$ cat config.mk
export PLATFORM = sky130hd
export DESIGN_NAME = imo_ram
export DESIGN_NICKNAME = d
export VERILOG_FILES = /design/src/hw/rtl/imo_pkg.sv /design/src/hw/rtl/imo_ram.sv
export SDC_FILE = /design/constraint.sdc
export NUM_CORES = 2
export LEC_CHECK = 0
export BUFFER_PORTS_ARGS = -buffer_cell sky130_fd_sc_hd__buf_2
export CAP_MARGIN = 20
export CORE_MARGIN = 3
export CORE_UTILIZATION = 35
export CTS_CLUSTER_DIAMETER = 50
export DETAILED_ROUTE_END_ITERATION = 12
export GPL_TIMING_DRIVEN = 0
export HOLD_SLACK_MARGIN = 0.06
export PLACE_DENSITY = 0.58
export SLEW_MARGIN = 20
export SYNTH_ARGS = -nofsm -noshare
export SYNTH_HDL_FRONTEND = slang
export SYNTH_SLANG_ARGS = --single-unit
$ cat constraint.sdc
create_clock -name i_clk -period 8.1 [get_ports i_clk]
set_input_delay 0.81 -clock i_clk [delete_from_list [all_inputs] [get_ports i_clk]]
set_output_delay 0.81 -clock i_clk [all_outputs]
set_load 0.005 [all_outputs]
$ cat src/hw/rtl/imo_pkg.sv
// Shared types, codes and sizes for the integer matrix operation block.
// Used by every module of the block; depends on nothing else.
`timescale 1ns / 1ps
`default_nettype none

package imo_pkg;

    localparam int MAX_DIM_DEF = 8;
    localparam int WORD_W      = 32;
    localparam int DIM_REG_W   = 4;
    localparam int OP_W        = 2;
    localparam int CFG_IDX_W   = 3;
    localparam int OUT_IDX_W   = 3;

    // Operation codes held in op_mode.
    localparam logic [OP_W-1:0] OP_ADD = 2'd0;
    localparam logic [OP_W-1:0] OP_SUB = 2'd1;
    localparam logic [OP_W-1:0] OP_MUL = 2'd2;
    localparam logic [OP_W-1:0] OP_TRN = 2'd3;

    // Configuration register indexes.
    localparam logic [CFG_IDX_W-1:0] REG_OP_MODE = 3'd0;
    localparam logic [CFG_IDX_W-1:0] REG_ROWS_A  = 3'd1;
    localparam logic [CFG_IDX_W-1:0] REG_COLS_A  = 3'd2;
    localparam logic [CFG_IDX_W-1:0] REG_ROWS_B  = 3'd3;
    localparam logic [CFG_IDX_W-1:0] REG_COLS_B  = 3'd4;

    typedef logic [WORD_W-1:0] t_word;

    typedef struct packed {
        logic [OP_W-1:0]      op;
        logic [DIM_REG_W-1:0] rows_a;
        logic [DIM_REG_W-1:0] cols_a;
        logic [DIM_REG_W-1:0] rows_b;
        logic [DIM_REG_W-1:0] cols_b;
    } t_cfg;

    // Tag that travels beside each read pair through the arithmetic unit.
    typedef struct packed {
        logic                 valid;
        logic                 first;
        logic                 last_k;
        logic                 last_run;
        logic                 err;
        logic [OUT_IDX_W-1:0] row;
        logic [OUT_IDX_W-1:0] col;
    } t_tag;

    // Status from the datapath back to the sequencer.
    typedef struct packed {
        logic alu_busy;
        logic out_free;
    } t_drain;

endpackage

`default_nettype wire

$ cat src/hw/rtl/imo_ram.sv
// Generic single-port-write, single-port-read RAM with registered read data.
// Depends on imo_pkg for default sizes.
`timescale 1ns / 1ps
`default_nettype none

module imo_ram #(
    parameter int WIDTH = imo_pkg::WORD_W,
    parameter int DEPTH = imo_pkg::MAX_DIM_DEF * imo_pkg::MAX_DIM_DEF,
    localparam int AW = $clog2(DEPTH)
) (
    input  wire logic             i_clk,
    input  wire logic             i_we,
    input  wire logic [AW-1:0]    i_waddr,
    input  wire logic [WIDTH-1:0] i_wdata,
    input  wire logic [AW-1:0]    i_raddr,
    output logic      [WIDTH-1:0] o_rdata
);

    logic [WIDTH-1:0] r_mem [DEPTH];

    always_ff @(posedge i_clk) begin
        if (i_we) begin
            r_mem[i_waddr] <= i_wdata;
        end
        o_rdata <= r_mem[i_raddr];
    end

endmodule

`default_nettype wire

Yosys cells after proc, flatten, opt, wreduce, memory -nomap -nowiden
Memories as Yosys holds them, arrays and structs flattened. A register that Yosys moved wholly into a read port is not among the register bits.
Index checks and enable logic that the tools add are counted.
{ "word_totals": {"reg_bits": 0, "latch_bits": 0, "ramBits": 2048, "romBits": 0, "inputBits": 46, "output_inout_bits": 32, "wordCells": 3, "memories": 1} }
{ "classes": {"n_addsub": 0, "mul": 0, "div": 0, "n_lt_le_gt_ge": 0, "eq_ne": 0, "n_shift": 0, "muxes": 2, "bitwise_logic": 0, "n_reduce_logical": 0} }
{ "mem_list": {"columns": ["memory", "words", "word_bits", "read_ports", "rd_clocked_by_memory_dff", "write_ports", "line_no", "text"], "rows": [
  ["r_mem", 64, 32, 1, 1, 1, "imo_ram.sv:19", "logic [WIDTH-1:0] r_mem [DEPTH];"]
]} }
{ "ops": {"columns": ["cell", "count"], "rows": [
  ["two-way mux 1 bit", 2]
]} }

Longest topological paths before layout
{ "logic_depth": {"depth_word": 2, "ltp_mapped": 10} }

Worst setup path before layout
OpenSTA, ideal clock, no wires.
{ "synth_timing": {"path_kind": "input to register", "start": "input port i_waddr[3]", "end": "memory r_mem[48][0] (netlist bit) (enable)", "setup_time_ns": 0.461, "arrival_ns": 3.509, "required_time_ns": 7.639, "slack_ns": 4.130, "stages": 4, "path_buffers": 1, "path_cell_list": "clkbuf_1 nor2b_1 nand4b_1 nor3_1"} }
{ "synth_lines": {"columns": ["element", "line_no", "text"], "rows": [
  ["start, declared", "imo_ram.sv:13", "input wire logic [AW-1:0] i_waddr,"],
  ["end, declared", "imo_ram.sv:19", null]
]} }
Straight into the memory's write port.

==> metrics <==
Synth Flop Type edfxtp_1; H-tree depth 4; Synth Cell Area 0.0785 mm²; hold_ws 0.387 ns; Yosys top cell area share 78.3%; worst setup path end o_rdata[13]; # rows 173; Port Buffers 69; io pins 78; global placer's final weighted congestion 0.826; Post-synth EDFFs 2,048; synth warn 0; most common cell in the netlist edfxtp_1; Tcrit/Tclk final 59.5%; # fillers 19,005; clk sinks 2,080; post-cts hold buffer count 0; Lkg Pwr 0.0290 µW; fmax 0.207 GHz; syn nets 3,370; hpwl dp 168,000 µm; worst-path fanout max 10; uppermost layer routed met5; CP Capture Type flip-flop; DR vias 39,755; largest net degree at the start of global routing 65; CP arrival 5.50 ns; overall fraction of global-route tracks in use 21.5%; Synth area leaders edfxtp_1 78%, mux4_2 16%, mux2i_1 1.2%; Crit Path Class in -> reg; CTS clk-pin slew, worst paths 0.06 ns; routed vias/inst 5.74; Die Span Y 480 µm; Worst Hold Class in -> reg; detailed-routed wire length on met3 26,300 µm; Clock Latency Late Sink 0.86 ns; Least-Margin Pin Slew 1.24 ns; outcome finished, final reports clean; Post-synth top cells 2,048 x edfxtp_1, 544 x mux4_2, 137 x nor2_1, 93 x mux2i_1, 84 x o22ai_1; initial antenna violation count 26; crit path time final 4.82 ns; WL final 249,000 µm; Finish-stage setup viols 0; worst reg2reg path startpoint r_mem[54][16]; synthesized netlist cell count 3,324; max-cap violations 0; DR pass1 iterations 5; Fin. Hold Viols 0; area delta synth->final 19.1%; met2 wire length 118,000 µm; core area 0.223 mm²; post-synthesis compound-gate area fraction 1.67%; Worst setup SP type input pin; RSZ-0062 raised after global routing false; Yosys top cell by area edfxtp_1; setup slack, reg-to-reg 5.23 ns; M1 wire length 92,500 µm; setup bufs post-CTS 0; share of layout cells above drive strength 1 31.4%; largest family of logic cells by synthesized area multiplexers; setup TNS 0 ns; Critical path origin i_raddr[1]; clk_skew 0.0571 ns; Power Dens Cells 245 mW/mm²; multiplexer share of the synthesized area 16.8%; simple-gate share of the synthesized area 1.27%; First DRT Iteration DRCs 6,035; Starting Density 35.3%; Clock Root Buffer clkbuf_16; Reg2Reg Depth 5; adder-cell area share of the yosys netlist 0%; global route overflow 0; DP Worst Slack 2.59 ns; CTS max path bufs 3; Final WS setup 3.28 ns; Crit path required time 8.78 ns; Antenna Nets Post-Route 0; ys async rst share 0%; Slew Limit Fails 0; Routed WL per cell 35.9 µm; first-pass GRT wire length 336,000 µm; sequential share of the synthesized area 79.1%; Peak VDD IR 0.216 mV; DRC 0; vias in the first global route 38,912; Post-Syn Area per Cell 23.6 µm²; die width 480 µm; Worst slew margin 17.2%; post-CTS sizing 0; Layout Nets 3,802; CTS tree yes; total die area 0.230 mm²; Netlist cell types 34; Post-Synth XOR/XNOR Area 0%; total CTS buffers 217; register bit total from synthesis 2,080; Worst R2R End o_rdata[16]
-- stage by stage --
step	utilization (%)	cells	power [µW]	cell area, µm²
6_report	42.0	6925	22900	93500
5_1_grt	42.0	6922	23500	93500
4_1_cts	41.9	6910	23000	93400
3_5_place_dp	38.8	6512	13400	86400
3_3_place_gp	37.1	6368	13400	82600
2_1_floorplan	-	3324	12700	78500
-- layer usage --
layer	GRT usage, %	up-vias
li1	-	15192
met1	28.5	21591
met2	33.9	2509
met3	5.10	461
met4	9.28	2
met5	0	-
-- worst max-delay path: stages --
cell      delay, ns
buf_2          0.45
buf_2          0.48
buf_2          0.43
buf_1          0.86
nand3b_1       0.74
o221ai_1       0.60
a21oi_1        0.16
a21oi_1        0.69
nor2_1         0.22
-- placed cells by master, fill, tap and decap left out, drive strengths merged --
| master | count |
|---|---|
| edfxtp | 2048 |
| mux4 | 544 |
| clkbuf | 344 |
| buf | 321 |
| nor2 | 137 |
| clkinv | 105 |
| mux2i | 93 |
| o22ai | 84 |
| a21oi | 62 |
| dfxtp | 32 |
| o221ai | 27 |
| nand2 | 26 |
| diode | 15 |
| nor2b | 15 |
| a22oi | 12 |
| inv | 11 |
| bufinv | 9 |
| nand2b | 8 |
| a311oi | 8 |
| nor3 | 7 |
| nand3b | 5 |
| nand3 | 5 |
| or3b | 5 |
| and3 | 4 |
| a41o | 4 |
| o32ai | 4 |
| or3 | 3 |
| clkinvlp | 3 |
| or2 | 3 |
| and2 | 2 |
| nand4 | 2 |
| a31oi | 1 |
| nand4b | 1 |
-- state kept, by name, summed over array words and instances (netlist names) --
signal   flops
o_rdata     32
r_mem     2048
-- area by class of cell --
| cell class | count | area (µm²) | share of cell area [%] |
|---|---|---|---|
| Sequential cell | 2080 | 62100 | 66.5 |
| Multi-Input combinational cell | 1062 | 16000 | 17.1 |
| Clock buffer | 270 | 5790 | 6.20 |
| Timing Repair Buffer | 213 | 3730 | 4.00 |
| Tap cell | 2975 | 3720 | 3.98 |
| Clock inverter | 128 | 1170 | 1.25 |
| Buffer | 182 | 903 | 0.966 |
| Antenna cell | 15 | 37.5 | 0.0402 |
-- kinds of logic (layout without fill, tap and decap cells) --
kind of cell    Yosys count  count (layout)
mux                     637             637
flops                  2080            2080
compound gates          202             202
simple gates            223             223
buf+inv                 182             793
other cells               0              15
-- power by group --
part	switching [µW]	total, µW	internal, µW
clock	4280	9680	5400
combinational	846	1270	420
sequential	22.0	11900	11900
total	5150	22900	17700
-- worst min path at each step --
| stage | from | slack [ns] | depth (start not counted) | to |
|---|---|---|---|---|
| final | i_wdata[11] | 0.39 | 1 | r_mem[55][11] |
| after global routing | i_wdata[11] | 0.35 | 1 | r_mem[54][11] |
| after CTS | i_wdata[11] | 0.33 | 1 | r_mem[48][11] |
| after detailed placement | r_mem[28][4] | 0.78 | 4 | o_rdata[4] |
| after global placement | r_mem[28][4] | 0.84 | 4 | o_rdata[4] |
| after floorplan | r_mem[12][17] | 0.66 | 4 | o_rdata[17] |
Note: power is estimated with default switching activity, not from simulation.
