--- src/hw/rtl/imo_pkg.sv ---
// Shared types, codes and sizes for the integer matrix operation block.
// Used by every module of the block; depends on nothing else.
`timescale 1ns / 1ps
`default_nettype none

package imo_pkg;

    localparam int MAX_DIM_DEF = 8;
    localparam int WORD_W      = 32;
    localparam int DIM_REG_W   = 4;
    localparam int OP_W        = 2;
    localparam int CFG_IDX_W   = 3;
    localparam int OUT_IDX_W   = 3;

    // Operation codes held in op_mode.
    localparam logic [OP_W-1:0] OP_ADD = 2'd0;
    localparam logic [OP_W-1:0] OP_SUB = 2'd1;
    localparam logic [OP_W-1:0] OP_MUL = 2'd2;
    localparam logic [OP_W-1:0] OP_TRN = 2'd3;

    // Configuration register indexes.
    localparam logic [CFG_IDX_W-1:0] REG_OP_MODE = 3'd0;
    localparam logic [CFG_IDX_W-1:0] REG_ROWS_A  = 3'd1;
    localparam logic [CFG_IDX_W-1:0] REG_COLS_A  = 3'd2;
    localparam logic [CFG_IDX_W-1:0] REG_ROWS_B  = 3'd3;
    localparam logic [CFG_IDX_W-1:0] REG_COLS_B  = 3'd4;

    typedef logic [WORD_W-1:0] t_word;

    typedef struct packed {
        logic [OP_W-1:0]      op;
        logic [DIM_REG_W-1:0] rows_a;
        logic [DIM_REG_W-1:0] cols_a;
        logic [DIM_REG_W-1:0] rows_b;
        logic [DIM_REG_W-1:0] cols_b;
    } t_cfg;

    // Tag that travels beside each read pair through the arithmetic unit.
    typedef struct packed {
        logic                 valid;
        logic                 first;
        logic                 last_k;
        logic                 last_run;
        logic                 err;
        logic [OUT_IDX_W-1:0] row;
        logic [OUT_IDX_W-1:0] col;
    } t_tag;

    // Status from the datapath back to the sequencer.
    typedef struct packed {
        logic alu_busy;
        logic out_free;
    } t_drain;

endpackage

`default_nettype wire

--- src/hw/rtl/imo_seq.sv ---
// Sequencer: counts loaded elements, steers writes into the two matrix memories,
// then walks rows, columns and dot-product terms to issue reads. Depends on imo_pkg.
`timescale 1ns / 1ps
`default_nettype none

module imo_seq #(
    parameter int MAX_DIM = imo_pkg::MAX_DIM_DEF,
    localparam int AW = $clog2(MAX_DIM * MAX_DIM)
) (
    input  wire logic             i_clk,
    input  wire logic             i_rst_n,
    input  wire imo_pkg::t_cfg    i_cfg,
    input  wire logic             i_in_valid,
    output logic                  o_in_ready,
    input  wire imo_pkg::t_drain  i_drain,
    output logic                  o_we_a,
    output logic                  o_we_b,
    output logic [AW-1:0]         o_waddr,
    output logic [AW-1:0]         o_raddr_a,
    output logic [AW-1:0]         o_raddr_b,
    output imo_pkg::t_tag         o_tag
);

    localparam int DW = $clog2(MAX_DIM + 1);
    localparam int IW = $clog2(MAX_DIM);
    localparam int CW = $clog2(2 * MAX_DIM * MAX_DIM + 1);
    localparam int PW = AW + DW;

    localparam logic [1:0] S_IDLE  = 2'd0;
    localparam logic [1:0] S_WAIT  = 2'd1;
    localparam logic [1:0] S_ISSUE = 2'd2;

    function automatic logic [DW-1:0] clamp_dim(input logic [imo_pkg::DIM_REG_W-1:0] d);
        if (d == '0) begin
            return DW'(1);
        end
        if (32'(d) > MAX_DIM) begin
            return DW'(MAX_DIM);
        end
        return DW'(d);
    endfunction

    logic [1:0]    r_state, n_state;
    logic [CW-1:0] r_cnt, n_cnt;
    logic [IW-1:0] r_i, n_i, r_j, n_j, r_k, n_k;
    logic          r_err, n_err;
    logic          r_done, n_done;
    imo_pkg::t_tag r_tag, n_tag;

    logic [DW-1:0] ra, ca, rb, cb, rr, rc, len;
    logic [CW-1:0] size_a, size_b, total, pos_b, cnt_next;
    logic          is_trn, is_mul, mismatch, accept, in_a, tags_empty;
    logic          k_last, i_last, j_last, last_run;
    logic [IW-1:0] a_row, a_col, b_row;

    assign ra = clamp_dim(i_cfg.rows_a);
    assign ca = clamp_dim(i_cfg.cols_a);
    assign rb = clamp_dim(i_cfg.rows_b);
    assign cb = clamp_dim(i_cfg.cols_b);

    assign is_trn = (i_cfg.op == imo_pkg::OP_TRN);
    assign is_mul = (i_cfg.op == imo_pkg::OP_MUL);

    assign mismatch = is_mul ? (ca != rb) : (!is_trn && ((ra != rb) || (ca != cb)));
    assign rr  = is_trn ? ca : ra;
    assign rc  = is_trn ? ra : (is_mul ? cb : ca);
    assign len = is_mul ? ca : DW'(1);

    // Load side: element positions run through A first, then B.
    assign size_a   = CW'(ra) * CW'(ca);
    assign size_b   = CW'(rb) * CW'(cb);
    assign total    = is_trn ? size_a : size_a + size_b;
    assign pos_b    = r_cnt - size_a;
    assign cnt_next = r_cnt + CW'(1);
    assign accept   = i_in_valid && (r_state == S_IDLE);
    assign in_a     = (r_cnt < size_a);

    assign o_in_ready = (r_state == S_IDLE);
    assign o_we_a     = accept && in_a;
    assign o_we_b     = accept && !in_a && !is_trn && (pos_b < size_b);
    assign o_waddr    = in_a ? r_cnt[AW-1:0] : pos_b[AW-1:0];

    // Read side: transpose reads A by column, multiply walks k along a row of A
    // and down a column of B, add and subtract read matching entries.
    assign a_row = is_trn ? r_j : r_i;
    assign a_col = is_trn ? r_i : (is_mul ? r_k : r_j);
    assign b_row = is_mul ? r_k : r_i;

    assign o_raddr_a = AW'(PW'(a_row) * PW'(ca) + PW'(a_col));
    assign o_raddr_b = AW'(PW'(b_row) * PW'(cb) + PW'(r_j));

    assign k_last   = r_err || (DW'(r_k) == len - DW'(1));
    assign i_last   = (DW'(r_i) == rr - DW'(1));
    assign j_last   = (DW'(r_j) == rc - DW'(1));
    assign last_run = r_err || (i_last && j_last);

    assign tags_empty = !r_tag.valid && !i_drain.alu_busy;

    always_comb begin
        n_state = r_state;
        n_cnt   = r_cnt;
        n_i     = r_i;
        n_j     = r_j;
        n_k     = r_k;
        n_err   = r_err;
        n_done  = r_done;
        n_tag   = '0;
        unique case (r_state)
            S_IDLE: begin
                if (accept) begin
                    if (cnt_next >= total) begin
                        n_cnt   = '0;
                        n_i     = '0;
                        n_j     = '0;
                        n_k     = '0;
                        n_err   = mismatch;
                        n_done  = 1'b0;
                        n_state = S_WAIT;
                    end else begin
                        n_cnt = cnt_next;
                    end
                end
            end
            S_WAIT: begin
                if (r_done) begin
                    if (tags_empty) begin
                        n_state = S_IDLE;
                    end
                end else if (tags_empty && i_drain.out_free) begin
                    n_state = S_ISSUE;
                end
            end
            S_ISSUE: begin
                n_tag.valid    = 1'b1;
                n_tag.first    = (r_k == '0);
                n_tag.last_k   = k_last;
                n_tag.last_run = last_run;
                n_tag.err      = r_err;
                n_tag.row      = r_err ? '0 : imo_pkg::OUT_IDX_W'(r_i);
                n_tag.col      = r_err ? '0 : imo_pkg::OUT_IDX_W'(r_j);
                if (k_last) begin
                    n_k = '0;
                    if (j_last) begin
                        n_j = '0;
                        n_i = r_i + IW'(1);
                    end else begin
                        n_j = r_j + IW'(1);
                    end
                    n_done  = last_run;
                    n_state = S_WAIT;
                end else begin
                    n_k = r_k + IW'(1);
                end
            end
            default: n_state = S_IDLE;
        endcase
    end

    always_ff @(posedge i_clk) begin
        if (!i_rst_n) begin
            r_state <= S_IDLE;
            r_cnt   <= '0;
            r_i     <= '0;
            r_j     <= '0;
            r_k     <= '0;
            r_err   <= 1'b0;
            r_done  <= 1'b0;
            r_tag   <= '0;
        end else begin
            r_state <= n_state;
            r_cnt   <= n_cnt;
            r_i     <= n_i;
            r_j     <= n_j;
            r_k     <= n_k;
            r_err   <= n_err;
            r_done  <= n_done;
            r_tag   <= n_tag;
        end
    end

    // The tag is registered together with the memory read, so it lines up with
    // the read data at the arithmetic unit.
    assign o_tag = r_tag;

endmodule

`default_nettype wire

--- config.mk ---
export PLATFORM = sky130hd
export DESIGN_NAME = imo_seq
export DESIGN_NICKNAME = d
export VERILOG_FILES = /design/src/hw/rtl/imo_pkg.sv /design/src/hw/rtl/imo_seq.sv
export SDC_FILE = /design/constraint.sdc
export NUM_CORES = 1
export LEC_CHECK = 0
export BUFFER_PORTS_ARGS = -buffer_cell sky130_fd_sc_hd__buf_2
export CORE_MARGIN = 4
export CORE_UTILIZATION = 30
export CTS_CLUSTER_SIZE = 24
export DETAILED_ROUTE_END_ITERATION = 8
export REMOVE_ABC_BUFFERS = 1
export SLEW_MARGIN = 20
export SYNTH_ARGS = -nofsm -noshare
export SYNTH_HDL_FRONTEND = slang
export SYNTH_SLANG_ARGS = --single-unit
--- constraint.sdc ---
create_clock -name i_clk -period 11.5 [get_ports i_clk]
set_input_delay 2.3 -clock i_clk [delete_from_list [all_inputs] [get_ports i_clk]]
set_output_delay 2.3 -clock i_clk [all_outputs]
set_load 0.05 [all_outputs]
======== Word-level counts from Yosys, hierarchy flattened ========
Cells that the tools add are included.
W data, S select, Z words.
storage, ports and cells
  flip-flop bits (word level) ............. 32
  input port bits ......................... 23
  output and inout port bits .............. 32
  word-level logic and storage cells ...... 149
cells by class
  add/sub/neg operators ................... 11
  multiply operators ...................... 4
  $lt $le $gt $ge ......................... 7
  eq/ne operators ......................... 16
  muxes and demuxes ....................... 64
  bitwise gates (word level) .............. 2
  reductions and logical operators ........ 31
operators with widths
  operator               count
  $mux W4                20
  $mux W3                13
  $pmux W3 S2            3
  $gt A4 B4 Y1 const B   4
  $logic_not A4 Y1       4
  $lt A8 B8 Y1           2
  $mul A4 B4 Y8          2
  $mux W1                16
  $mux W8                2
  $add A6 B3 Y6          2
  $eq A3 B4 Y1           3
  $mul A3 B4 Y6          2
  $mux W2                6
  $ne A4 B4 Y1           3
  $sub A4 B1 Y4 const B  3
  $mux W11               1
  $reduce_and A5 Y1      2
  $add A3 B1 Y3 const B  3
  $logic_and A1 B1 Y1    9
  $add A8 B1 Y8 const B  1
  $add A8 B8 Y8          1
  $ge A8 B8 Y1           1
  $sub A8 B8 Y8          1
  $eq A2 B2 Y1 const B   3
  17 further kinds       28

======== Logic depth before layout (Yosys ltp) ========
  depth in word-level cells ............... 13
  gate-level depth with buffers ........... 27
  mapped depth without buffers ............ 27

======== Least setup slack after synthesis ========
No wires, ideal clock.
  kind .................................... input-to-output
  start point ............................. input i_cfg[11] (netlist bit)
  end point ............................... output o_we_b
  arrival ................................. 6.714 ns
  data required time ...................... 9.200 ns
  setup slack ............................. 2.486 ns
  stages .................................. 20
  buffers on the path ..................... 2
  cells stage by stage .................... buf_2 clkbuf_1 nor2b_1 nand2_1 fa_1 inv_1 fa_1 inv_1 fa_1 ha_1 o21ai_0 nand2b_1 maj3_1 a21oi_2 xnor2_1 ha_1 a21oi_1 nand4_1 a31oi_1 o211a_1
on the way
  cells in the longest elaborated chain, start to end .. 11
  elaborated cells on any way between the ends .. 16
  those cells by class .................... 1 x add/sub; 1 x mul; 3 x order compare; 6 x mux; 5 x reduce/logical
RTL lines
  what                                                                   line           RTL
  from (decl)                                                            imo_seq.sv:12  input wire imo_pkg::t_cfg i_cfg,
  $gt A4 B4 Y1                                                           imo_seq.sv:37  if (32'(d) > MAX_DIM) begin
  $mux W1 (2 in a row)                                                   imo_seq.sv:37
  $mux W4                                                                imo_seq.sv:40  return DW'(d);
  $mux W4 (*)                                                            imo_seq.sv:37
  $mul A4 B4 Y8 (*)                                                      imo_seq.sv:70  assign size_a = CW'(ra) * CW'(ca);
  parallel branches: the longest is 4 deep, another holds $sub A8 B8 Y8  -
  $logic_and A1 B1 Y1 (*)                                                imo_seq.sv:80  assign o_we_b = accept && !in_a && !is_trn && (pos_b < size_b);
  to (decl)                                                              imo_seq.sv:17  output logic o_we_b,
Every way passes the cells marked *. The select of a mux whose other input is x is not followed.

======== Worst setup path in the final report ========
Same ends and word-level chain as after synthesis.

==> key figures <==
Run status
  – Status: completed

Yosys
  – Sequential area share after synthesis: 13.6%
  – Cell Area, Synth: 4720 µm²
  – Ys Warns: 0
  – Avg Cell Area, Syn: 8.11 µm²
  – Asr flop ratio synth: 0%
  – Top FF cell, synth: dfxtp_1
  – Cells after synthesis: 582
  – Yosys reg bits: 32
  – Synth cell types: 68
  – EDFF count, synth: 0

STA
  – Max Slew Vio Count: 0
  – RSZ-0062 raised after global routing: no
  – Period utilization: 81.0%
  – Min Hold Slack: 0.553 ns
  – Hold Vio Cnt, Final: 0
  – Slew @ Worst Pin: 0.843 ns
  – Fin crit period: 9.31 ns
  – Max_slew headroom: 43.7%
  – Setup TNS: 0 ns
  – Clock skew: 0.00547 ns
  – Final setup vio count: 0
  – Max Freq: 0.107 GHz

Flow run
  – Max Cap Viol: 0

Finish
  – Fin nets: 746
  – Finished Layout Cells: 837
  – Share of cells above drive strength 1: 14.2%
  – Post-route cell area: 5330 µm²
  – Diode count: 0
  – Area Overhead vs Synth: 12.9%

Worst setup path
  – Critical Path RT: 9.20 ns
  – CP Capture Type: output port
  – Largest stage delay, worst path: 0.57 ns
  – Crit-path max FO: 22
  – Crit-path cells: buf_2 -> nor2b_1 -> nand2_1 -> fa_1 -> inv_1 -> fa_1 -> inv_1 -> fa_1 -> inv_1 -> a21o_1 -> a21oi_1 -> xnor2_1 -> inv_1 -> ha_1 -> a21oi_1 -> xnor2_1 -> ha_1 -> a21oi_1 -> nand4_1 -> a31oi_1 -> o211a_1 -> buf_2
  – Worst path bufs/invs: 6
  – Critical path type: primary input to output port
  – Most frequent CP cell: inv_1
  – Slowest stage cell, crit path: fa_1
  – CP delay by family, top: adder cells
  – Kind of start point of the critical path: primary input
  – Worst Path Arrival: 7.01 ns

Clock network
  – Clock tree buffer depth: 2
  – CTS clk-pin slew, worst paths: 0.05 ns
  – Hold Buf Count CTS: 0
  – Root buffer selected by CTS: clkbuf_16
  – Total CTS buffers: 5
  – Sink Count: 32
  – Worst-Skew Late Latency: 0.27 ns
  – CTS tree: built
  – Setup bufs post-CTS: 0
  – CTS resizes: 0
  – CTS H-Tree Depth: 2

Placed design
  – RD Place Congestion: 0.816
  – Placement Cell Area: 5170 µm²
  – Input/output buffers: 54
  – HPWL after DPL: 9430 µm
  – Dpl cells: 829

Pwr
  – VDD IR-drop max: 64.2 µV
  – Pwr Total: 0.000478 W
  – Pwr per Cell Area: 89.7 nW/µm²
  – P_leak: 2.66 nW

Global route
  – Vias in the first global route: 3,749
  – First-pass GRT wire length: 18,800 µm
  – Largest net degree at the start of global routing: 24
  – Total global routing overflow: 0
  – Initial antenna violation count: 0
  – All-Layer GR Usage: 12.6%

Floorplan
  – Chip height: 133 µm
  – # IOs: 55
  – Die ar.: 17,800 µm²
  – Die extent in x: 133 µm
  – Rows: 45
  – Initial core utilization: 30.8%
  – Core Region: 15,300 µm²

Routing
  – Post-DRT Antenna Nets: 0
  – Initial DRC Count: 196
  – DR vias/cell: 4.77
  – Wire per inst: 13.5 µm
  – DRC violations left: 0
  – DR vias: 3,990
  – First drt pass iteration count: 5
  – Final WL: 11,300 µm

Min path
  – Hold Crit Class: register to register
-- sequential cells by signal, indices dropped and copies added, names as in the netlist --
signal,cells
r_err,1
r_k,3
r_state,2
r_cnt,8
o_tag,11
r_done,1
r_j,3
r_i,3
-- final timing paths --
path,endpoint,depth (start not counted),from,slack [ns]
worst min-delay path,r_done,3,r_done,0.55
worst min register to register,r_done,3,r_done,0.55
worst max register to register,r_j[1],12,r_cnt[2],8.23
worst max-delay path,o_we_b,22,i_cfg[11],2.19
-- worst register-to-register path, delay by kind of cell (launching register included) --
family                     cells  cell delay (ns)
AOI/OAI and AO/OA              4             0.81
DFF                            1             0.45
adders and majority gates      1             0.26
and+or+nand+nor                6             1.53
xor gates and xnor gates       1             0.16
-- power by group --
part | total (W) | switching, W | internal [W] | leakage [nW]
clock | 0.000148 | 0.0000459 | 0.000102 | 0.0808
combinational | 0.000210 | 0.000129 | 0.0000805 | 2.32
sequential | 0.000121 | 0.00000599 | 0.000115 | 0.258
-- kinds of logic after synthesis --
kind of cell	count (synthesis)	share of synthesized area, %
and+or+nand+nor	196	20.1
AOI/OAI and AO/OA	109	15.7
adders and majority gates	101	29.5
buffers and inverters	64	5.51
xor gates and xnor gates	63	11.8
DFF	32	13.6
muxes	17	3.82
-- cell usage after synthesis (all sizes together) (16+ instances only) --
| master | instances | area [µm²] |
|---|---|---|
| inv | 46 | 173 |
| o21ai | 18 | 101 |
| nand2 | 39 | 146 |
| a21oi | 38 | 194 |
| xor2 | 22 | 200 |
| ha | 80 | 1000 |
| fa | 18 | 360 |
| nand2b | 16 | 100 |
| nor2b | 18 | 113 |
| xnor2 | 41 | 359 |
| nor2 | 81 | 309 |
| dfxtp | 32 | 641 |
-- stage by stage --
| stage | setup slack (ns) | utilization (%) |
|---|---|---|
| after global routing | 1.83 | 34.8 |
| after detailed placement | 2.23 | 33.8 |
| after global placement | 2.29 | 33.8 |
| final | 2.19 | 34.8 |
| after CTS | 2.21 | 34.8 |
| after floorplan | 2.67 | - |
-- routing by layer --
layer  global-route usage, %  wire (µm)  up-vias
met3                    1.44        494        5
li1                        -          -     2078
met1                    19.8       6070     1820
met4                    2.51         89        0
met5                       0          0        -
met2                    18.3       4620       87
-- final cells by class --
class,instances,area (µm²)
repair buffers,54,270
fillers,1672,9980
inverters,46,173
flip-flops and latches,32,641
well taps,211,264
clock buffers,6,129
multi-input cells,486,3820
clock inverters,2,35.0
-- cell usage in the layout (no fill, tap or decap), types with 4 or more instances in the layout --
master and n:
a21o_1 10, a21oi_1 37, and2_1 6, buf_2 54
clkbuf_16 5, dfxtp_1 32, fa_1 18, ha_1 80
inv_1 45, mux2_2 4, mux2i_1 12, nand2_1 39
nand2b_1 16, nor2_1 79, nor2b_1 18, nor3_1 7
nor3b_1 4, o211ai_1 4, o21ai_0 16, o21bai_1 4
o22ai_1 4, xnor2_1 41, xor2_1 21
Note: power is estimated with default switching activity, not from simulation.
