`src/hw/rtl/imo_pkg.sv`:
```
// Shared types, codes and sizes for the integer matrix operation block.
// Used by every module of the block; depends on nothing else.
`timescale 1ns / 1ps
`default_nettype none

package imo_pkg;

    localparam int MAX_DIM_DEF = 8;
    localparam int WORD_W      = 32;
    localparam int DIM_REG_W   = 4;
    localparam int OP_W        = 2;
    localparam int CFG_IDX_W   = 3;
    localparam int OUT_IDX_W   = 3;

    // Operation codes held in op_mode.
    localparam logic [OP_W-1:0] OP_ADD = 2'd0;
    localparam logic [OP_W-1:0] OP_SUB = 2'd1;
    localparam logic [OP_W-1:0] OP_MUL = 2'd2;
    localparam logic [OP_W-1:0] OP_TRN = 2'd3;

    // Configuration register indexes.
    localparam logic [CFG_IDX_W-1:0] REG_OP_MODE = 3'd0;
    localparam logic [CFG_IDX_W-1:0] REG_ROWS_A  = 3'd1;
    localparam logic [CFG_IDX_W-1:0] REG_COLS_A  = 3'd2;
    localparam logic [CFG_IDX_W-1:0] REG_ROWS_B  = 3'd3;
    localparam logic [CFG_IDX_W-1:0] REG_COLS_B  = 3'd4;

    typedef logic [WORD_W-1:0] t_word;

    typedef struct packed {
        logic [OP_W-1:0]      op;
        logic [DIM_REG_W-1:0] rows_a;
        logic [DIM_REG_W-1:0] cols_a;
        logic [DIM_REG_W-1:0] rows_b;
        logic [DIM_REG_W-1:0] cols_b;
    } t_cfg;

    // Tag that travels beside each read pair through the arithmetic unit.
    typedef struct packed {
        logic                 valid;
        logic                 first;
        logic                 last_k;
        logic                 last_run;
        logic                 err;
        logic [OUT_IDX_W-1:0] row;
        logic [OUT_IDX_W-1:0] col;
    } t_tag;

    // Status from the datapath back to the sequencer.
    typedef struct packed {
        logic alu_busy;
        logic out_free;
    } t_drain;

endpackage

`default_nettype wire

```
`src/hw/rtl/imo_alu.sv`:
```
// Shared arithmetic unit: one registered add/subtract/multiply stage followed by
// an accumulator that sums the terms of one result. Depends on imo_pkg.
`timescale 1ns / 1ps
`default_nettype none

module imo_alu (
    input  wire logic                      i_clk,
    input  wire logic                      i_rst_n,
    input  wire logic [imo_pkg::OP_W-1:0]  i_op,
    input  wire imo_pkg::t_word            i_a,
    input  wire imo_pkg::t_word            i_b,
    input  wire imo_pkg::t_tag             i_tag,
    output logic                           o_valid,
    output imo_pkg::t_word                 o_value,
    output imo_pkg::t_tag                  o_tag,
    output logic                           o_busy
);

    imo_pkg::t_word n_p;
    imo_pkg::t_word r_p;
    imo_pkg::t_word r_acc;
    imo_pkg::t_word sum;
    imo_pkg::t_tag  r_tag;

    always_comb begin
        unique case (i_op)
            imo_pkg::OP_ADD: n_p = i_a + i_b;
            imo_pkg::OP_SUB: n_p = i_a - i_b;
            imo_pkg::OP_MUL: n_p = i_a * i_b;
            default:         n_p = i_a;
        endcase
    end

    // The first term of a result starts the sum afresh.
    assign sum = (r_tag.first ? '0 : r_acc) + r_p;

    always_ff @(posedge i_clk) begin
        r_p <= n_p;
        if (r_tag.valid) begin
            r_acc <= sum;
        end
        if (!i_rst_n) begin
            r_tag <= '0;
        end else begin
            r_tag <= i_tag;
        end
    end

    assign o_valid = r_tag.valid && r_tag.last_k;
    assign o_value = r_tag.err ? '0 : sum;
    assign o_tag   = r_tag;
    assign o_busy  = r_tag.valid;

endmodule

`default_nettype wire

```
`config.mk`:
```
export PLATFORM = sky130hd
export DESIGN_NAME = imo_alu
export DESIGN_NICKNAME = d
export VERILOG_FILES = /design/src/hw/rtl/imo_pkg.sv /design/src/hw/rtl/imo_alu.sv
export SDC_FILE = /design/constraint.sdc
export NUM_CORES = 1
export LEC_CHECK = 0
export ABC_AREA = 1
export BUFFER_PORTS_ARGS = -buffer_cell sky130_fd_sc_hd__buf_2
export CORE_ASPECT_RATIO = 2
export CORE_UTILIZATION = 45
export CTS_CLUSTER_DIAMETER = 60
export DETAILED_ROUTE_END_ITERATION = 12
export PLACE_DENSITY = 0.74
export SLEW_MARGIN = 5
export SYNTH_ARGS = -nofsm -noshare
export SYNTH_HDL_FRONTEND = slang
export SYNTH_SLANG_ARGS = --single-unit
```
`constraint.sdc`:
```
create_clock -name i_clk -period 8.4 [get_ports i_clk]
set_input_delay 0.42 -clock i_clk [delete_from_list [all_inputs] [get_ports i_clk]]
set_output_delay 0.42 -clock i_clk [all_outputs]
set_load 0.02 [all_outputs]
```
# == Yosys cells after proc, flatten, opt, wreduce, memory -nomap -nowiden ==
# Cells that the tools add are included.
# Widths: inputs -> output; s select.
# classes
reduce_logical,2
eq_ne,2
mux,3
div,0
bitwise,0
n_addsub,3
magnitude_cmp,0
multipliers,1
shifts,0
# ops
op,count
$pmux 32 s3,1
$add 32x32->32,2
$mux 32,2
$mul 32x32->32,1
$sub 32x32->32,1
$eq 2x1->1 const B,1
$eq 2x2->1 const B,1
$logic_not 2->1,1
$logic_and 1x1->1,1
# totals
regBits,75
latch_bits,0
ram_bits,0
romBits,0
n_memories,0

# == Longest topological paths before layout ==
# Gate-level depths: netlist of run 1.
# logic_depth
ltp_word,3
ltp_mapped,36

# == Least setup slack after synthesis of run 1 ==
# No wires, ideal clock.
# synth_timing
kind,input port to flip-flop
start,input port i_b[5]
end,register r_p[27]
stages,25
setup_slack_ns,1.730
t_arrival_ns,6.549
setup_ns,0.120
path_cell_list,clkbuf_1 > clkbuf_1 > nand2_1 > inv_1 > fa_1 > fa_1 > fa_1 > inv_1 > fa_1 > inv_1 > fa_1 > inv_1 > fa_1 > inv_1 > fa_1 > fa_1 > ha_1 > a21oi_1 > o21ai_0 > a21oi_1 > nand3_1 > a21o_1 > or2_2 > nand3_1 > nand3_1
# synth_between
elab_chain_len,2
word_cells_on_any_way,4
classes_between,2 x add/sub; 1 x mul; 1 x mux
# synth_rtl
element,line_no,source
from (decl),imo_alu.sv:11,"input wire imo_pkg::t_word i_b,"
"$mul 32x32->32, or another cell as far along",imo_alu.sv:29,imo_pkg::OP_MUL: n_p = i_a * i_b;
$pmux 32 s3 (*),imo_alu.sv:26,unique case (i_op)
via n_p[27],imo_alu.sv:19,imo_pkg::t_word n_p;
to (signal assigned),imo_alu.sv:38,r_p <= n_p;
to (decl),imo_alu.sv:20,imo_pkg::t_word r_p;
# Mark *: on every way through the listed nets, which the timed path passes. The rest lies on a longest branch.
# A chain may end at the register's enable or synchronous reset.

# == Final worst setup path of run 1 ==
# layout_timing
start,input port i_a[11]
end,register r_p[30]
# layout_between
elab_chain_len,2
word_cells_on_any_way,4
classes_between,2 x add/sub; 1 x mul; 1 x mux
# layout_rtl
element,line_no,source
from (decl),imo_alu.sv:10,"input wire imo_pkg::t_word i_a,"
"$mul 32x32->32, or another cell as far along",imo_alu.sv:29,
$pmux 32 s3 (*),imo_alu.sv:26,
via n_p[30],imo_alu.sv:19,
# Marks and branches as above.

==> impl_results.md, run 1 <==
* Total overflow reported by the global router at 0
* Clock network latency to the later pin of the worst-skew pair at around 0.35 ns
* Largest cells by area after synthesis: sky130_fd_sc_hd__fa_1 34%, sky130_fd_sc_hd__inv_1 15%, sky130_fd_sc_hd__nand2_1 14%
* Antenna-violating nets left at 0
* Share of layout cells above drive strength 1 at 0.0580
* Outcome: finished clean
* Net count after synthesis at 4,066
* Type of origin of the critical path: input pin
* Bufs on Longest Clock Path at 2
* CTS tree: yes
* Delay contributed by the slowest stage of the critical path at between 0.5 and 0.6 ns
* Count of nets after finishing at 4,101
* Most used DFF post-synth: sky130_fd_sc_hd__dfxtp_1
* Final Slew Violations at 0
* List of most frequent post-synthesis cells: 947 x sky130_fd_sc_hd__inv_1, 918 x sky130_fd_sc_hd__nand2_1, 410 x sky130_fd_sc_hd__fa_1
* Global-route usage over all layers at 0.306
* Part of the Yosys area used for sequential elements at 0.0763
* Total negative setup slack at 0 ns
* Final GP Congestion at roughly 1.1
* Pin count of the biggest net entering global routing at 36
* Worst-path clk slew at ~0.060 ns
* Hold path start: i_tag[4]
* CTS buffer count at 9
* Vertical die dimension at between 300 and 400 um
* Number of hold violations in the final report at 0
* Cts hold-fix bufs at 0
* Cell type with the highest occurrence count on the critical path: sky130_fd_sc_hd__fa_1
* Total non-filler cell area in the finished layout at ~25,000 um2
* Most frequent cell after synthesis: sky130_fd_sc_hd__inv_1
* Part of the cycle the worst path needs at 0.870
* R2r worst-path depth at 18
* R2r setup slk at just over 5 ns
* Count of cell types in the netlist at 45
* Global-route wire length before repair at about 120,000 um
* Critical Path AT at roughly 7.5 ns
* Number of detailed-routing iterations run before antenna repair at 5
* Endpoint, Worst Hold: o_tag[4]
* Average wire per cell in the routed design at around 19 um
* Die outline width at 165 um
* Number of input and output port buffers inserted at 123
* Final critical-path required period at about 7.3 ns
* Reg-to-Reg Start: o_tag[9]
* Detailed placement HPWL at roughly 67,000 um
* Skew final at roughly 0.0055 ns
* CP Max Fanout at 15
* Number of stages on the worst hold path at 3
* Unrepaired setup endpoints after global routing: false
* Drt total wl at slightly below 80,000 um
* Vias in the first global route at between 20,000 and 25,000
* Worst relative slew slack at 0.273
* Endpoint class of the critical path: flop
* H-tree lvl count at 3
* Post-synth EDFFs at 32
* Die Area at 54,100 um2
* Placement Rows at 119
* Cell with the largest stage delay on the worst path: sky130_fd_sc_hd__fa_1
* Class of the tightest hold or removal check: input pin to flop
* Library cell with the largest summed area after synthesis: sky130_fd_sc_hd__fa_1
* Routed vias/inst at ~5.3
* Synthesized instance count at around 3,400
* Final setup fails at 0
* Area added between synthesis and finish at 6.30%
* Initial cell density of the core at 0.454
* Fraction of synthesized cell area taken by the top area cell type at 0.344
* Avg Inst Size Synth at between 7 and 8 um2
* Slack of the critical path at about 1.1 ns
* Worst Path Required at roughly 8.6 ns
* Number of warnings issued by yosys at 0
* Maximum clock frequency at approximately 140 MHz
* Setup bufs post-CTS at 0
* Endpoint of the lowest-slack register-to-register path: r_acc[30]
* Post-DP Area at around 25,000 um2
* Vias after detailed routing at between 20,000 and 25,000
* Category of the critical setup timing path: input pin to flop
* Maximum capacitance violations at 0
* Resized cells post-CTS at 0
* Io pins at 124
* Number of clock sinks seen by CTS at 75
* Antenna violations before repair at 3
* # DRC at 0
* Post-Synthesis Cell Area at about 24,000 um2
* Buffer cell driving the clock tree root: sky130_fd_sc_hd__clkbuf_16
* Count of state elements after synthesis at 75
* Detailed Route Iter0 Violations at between 1,000 and 1,500
* Post-synth ARST share at 0
* Worst-case setup slack after placement at between 0.6 and 0.7 ns
* Worst Tran Pin Value at approximately 1.1 ns
* Core region area at ~53,000 um2
==> worst max-delay path, delay by kind of cell <==
family	cells	cell delay [ns]
compound gates	2	0.19
simple gates	7	1.38
fa+ha+maj	9	4.37
buf+inv	8	1.15
==> per-stage QoR <==
step / utilization / hold slack, ns / instances
floorplan: - / 0.513 / 3390
global placement: 0.477 / 0.570 / 4079
detailed placement: 0.477 / 0.571 / 4079
CTS: 0.483 / 0.239 / 4095
global route: 0.483 / 0.256 / 4095
finish: 0.483 / 0.246 / 4096
==> final cells by class <==
class                   count  area (um2)
fillers                  5189       27200
multi-input cells        2232       18000
inverters                 947        3550
flip-flops and latches     75        1820
repair buffers            160         931
well taps                 665         832
clock buffers              10         229
clock inverters             6        63.8
diodes                      1        2.50
==> cell families (layout without fill, tap and decap cells) <==
family / Yosys count / after routing / synth area share
AOI/OAI and AO/OA: 295 / 295 / 0.0692
xor gates and xnor gates: 70 / 70 / 0.0257
adders and majority gates: 597 / 597 / 0.442
buffers and inverters: 1083 / 1123 / 0.172
DFF: 75 / 75 / 0.0763
other: 0 / 1 / 0
and+or+nand+nor: 1270 / 1270 / 0.215
==> how the worst max path moves through the flow <==
stage | startpoint | end
6_report | i_a[11] | r_p[30]
5_1_grt | i_a[11] | r_p[30]
4_1_cts | i_a[11] | r_p[30]
3_5_place_dp | i_a[11] | r_p[30]
3_3_place_gp | i_a[11] | r_p[30]
2_1_floorplan | i_b[5] | r_p[27]
==> flip-flops by register name, indices dropped and copies added, names as in the netlist <==
| register | cells |
|---|---|
| r_acc | 32 |
| r_p | 32 |
| o_tag | 10 |
| o_busy | 1 |
==> per-layer routing <==
layer,track usage,vias up,routed length [um]
li1,-,9970,-
met1,0.267,10257,23400
met2,0.566,900,41200
met3,0.0461,505,4440
met4,0.312,6,9900
met5,0,-,34
==> cells in the final DEF, fill, tap and decap left out, types with 32 or more instances in the layout <==
cell,instances
sky130_fd_sc_hd__fa_1,410
sky130_fd_sc_hd__buf_2,123
sky130_fd_sc_hd__nor2_1,147
sky130_fd_sc_hd__a21oi_1,132
sky130_fd_sc_hd__dfxtp_1,43
sky130_fd_sc_hd__inv_1,947
sky130_fd_sc_hd__nand3_1,114
sky130_fd_sc_hd__ha_1,187
sky130_fd_sc_hd__o21ai_0,93
sky130_fd_sc_hd__edfxtp_1,32
sky130_fd_sc_hd__nor3_1,34
sky130_fd_sc_hd__nand2_1,918
sky130_fd_sc_hd__xor2_1,48
sky130_fd_sc_hd__buf_4,34
Power of run 1 is left out: the tool's default activity adds up to more than one toggle a clock period on the data nets, which glitch-free logic cannot reach.
==> inputs of run 2 (changes only) <==
--- a/config.mk
+++ b/config.mk
@@ -8,10 +8,10 @@
 export ABC_AREA = 1
 export BUFFER_PORTS_ARGS = -buffer_cell sky130_fd_sc_hd__buf_2
 export CORE_ASPECT_RATIO = 2
-export CORE_UTILIZATION = 45
+export CORE_UTILIZATION = 47
 export CTS_CLUSTER_DIAMETER = 60
 export DETAILED_ROUTE_END_ITERATION = 12
-export PLACE_DENSITY = 0.74
+export PLACE_DENSITY = 0.76
 export SLEW_MARGIN = 5
 export SYNTH_ARGS = -nofsm -noshare
 export SYNTH_HDL_FRONTEND = slang
==> run 2 against run 1 <==
Net effect: design area is 0.10% lower; global-route usage up 1.2 points; clock skew is 0.0024 ns higher; fmax shrank 0.46%; largest cell class unchanged.
==> impl_results.md, run 2 (synthesis gave the netlist of run 1 again) <==
* Outcome: finished clean
* H-tree lvl count at 3
* Final critical-path required period at around 7.3 ns
* CTS tree: yes
* Final worst hold slack at about 0.25 ns
* Slack of the critical path at between 1 and 1.5 ns
* Vias in the first global route at around 23,000
* Worst Tran Pin Value at approximately 1.1 ns
* Commonest non-fill, non-tap cell in the layout: sky130_fd_sc_hd__inv_1
* Maximum capacitance violations at 0
* Maximum clock frequency at around 140 MHz
* CP Max Fanout at 14
* Fillers at 4,935
* Share of layout cells above drive strength 1 at 0.0578
* Pin count of the biggest net entering global routing at 36
* # DRC at 0
* Vertical die dimension at 321 um
* Number of hold violations in the final report at 0
* Endpoint class of the critical path: flop
* Area added between synthesis and finish at 6.19%
* Cell type with the highest occurrence count on the critical path: sky130_fd_sc_hd__fa_1
* Detailed placement HPWL at approximately 67,000 um
* Count of nets after finishing at between 4,000 and 5,000
* Skew final at between 0.007 and 0.008 ns
* Detailed Route Iter0 Violations at about 1,300
* Global-route usage over all layers at 0.318
* Sequential cell area in the final layout at about 1800 um2
* Final setup fails at 0
* Resized cells post-CTS at 0
* Vias after detailed routing at 21,714
* Antenna violations before repair at 6
* Area of combinational cells with multiple inputs at roughly 18,000 um2
* Antenna-violating nets left at 0
* CTS buffer count at 9
* Number of input and output port buffers inserted at ~120
* Number of clock sinks seen by CTS at 75
* Highest-count cells in the layout ignoring fill and taps: 947 x sky130_fd_sc_hd__inv_1, 918 x sky130_fd_sc_hd__nand2_1, 410 x sky130_fd_sc_hd__fa_1
* Type of origin of the critical path: input pin
* Global-route wire length before repair at approximately 120,000 um
* Setup bufs post-CTS at 0
* Average wire per cell in the routed design at around 20 um
* Worst Path Required at about 8.6 ns
* Delay contributed by the slowest stage of the critical path at about 0.56 ns
* Die Area at ~52,000 um2
* Number of detailed-routing iterations run before antenna repair at 5
* Critical Path AT at around 7.5 ns
* Routed vias/inst at roughly 5.3
* Worst-path clk slew at about 0.070 ns
* Buffer cell driving the clock tree root: sky130_fd_sc_hd__clkbuf_16
* Initial cell density of the core at 0.477
* Part of the cycle the worst path needs at 0.874
* Bufs on Longest Clock Path at 2
* Drt total wl at ~80,000 um
* Clock network latency to the later pin of the worst-skew pair at between 0.3 and 0.4 ns
* Total negative setup slack at 0 ns
* Class of the tightest hold or removal check: input pin to flop
* Category of the critical setup timing path: input pin to flop
* Die outline width at 161 um
* Worst-case setup slack after placement at roughly 0.84 ns
* Io pins at between 100 and 150
* Unrepaired setup endpoints after global routing: false
* Final Slew Violations at 0
* R2r setup slk at about 5.1 ns
* Core region area at approximately 50,000 um2
* Placement Rows at 116
* Worst relative slew slack at 0.251
* Cts hold-fix bufs at 0
* Cell with the largest stage delay on the worst path: sky130_fd_sc_hd__fa_1
* Total overflow reported by the global router at 0
* Final GP Congestion at 1.03
-- run 2: worst max-delay path, delay by kind of cell --
family / cells / cell delay (ns)
adder cells (fa/ha/maj): 9 / 4.42
AO/OA/AOI/OAI: 2 / 0.20
buffers and inverters: 8 / 1.22
AND/OR/NAND/NOR: 7 / 1.22
-- run 2: final cells by class --
cell class,instances,area share
Antenna cell,2,0.000197
Clock buffer,11,0.0100
Clock inverter,5,0.00326
Inverter,947,0.140
Multi-Input combinational cell,2232,0.708
Sequential cell,75,0.0718
Tap cell,649,0.0320
Timing Repair Buffer,158,0.0346
-- run 2: path summary, 6_finish.rpt --
kind	startpoint	end	cells after the start
setup / recovery	i_a[12]	r_p[30]	26
hold / removal	i_tag[9]	o_tag[9]	3
setup reg to reg	o_tag[9]	r_acc[22]	16
hold reg to reg	r_p[0]	r_acc[0]	1
-- run 2: routing by layer --
metal / part of all wire / track usage / routed length [um]
met5: 0.0011 / 0 / 87
met4: 0.11 / 0.288 / 8780
met3: 0.061 / 0.0454 / 4850
met2: 0.52 / 0.600 / 41800
met1: 0.30 / 0.289 / 24300
-- run 2: per-stage QoR --
step,area (um2),util,std cells
CTS,25400,0.506,4077
finish,25400,0.506,4079
floorplan,23900,-,3390
detailed placement,25000,0.500,4061
global placement,25000,0.500,4061
global route,25400,0.506,4078
Power of run 2 is left out for the same reason.
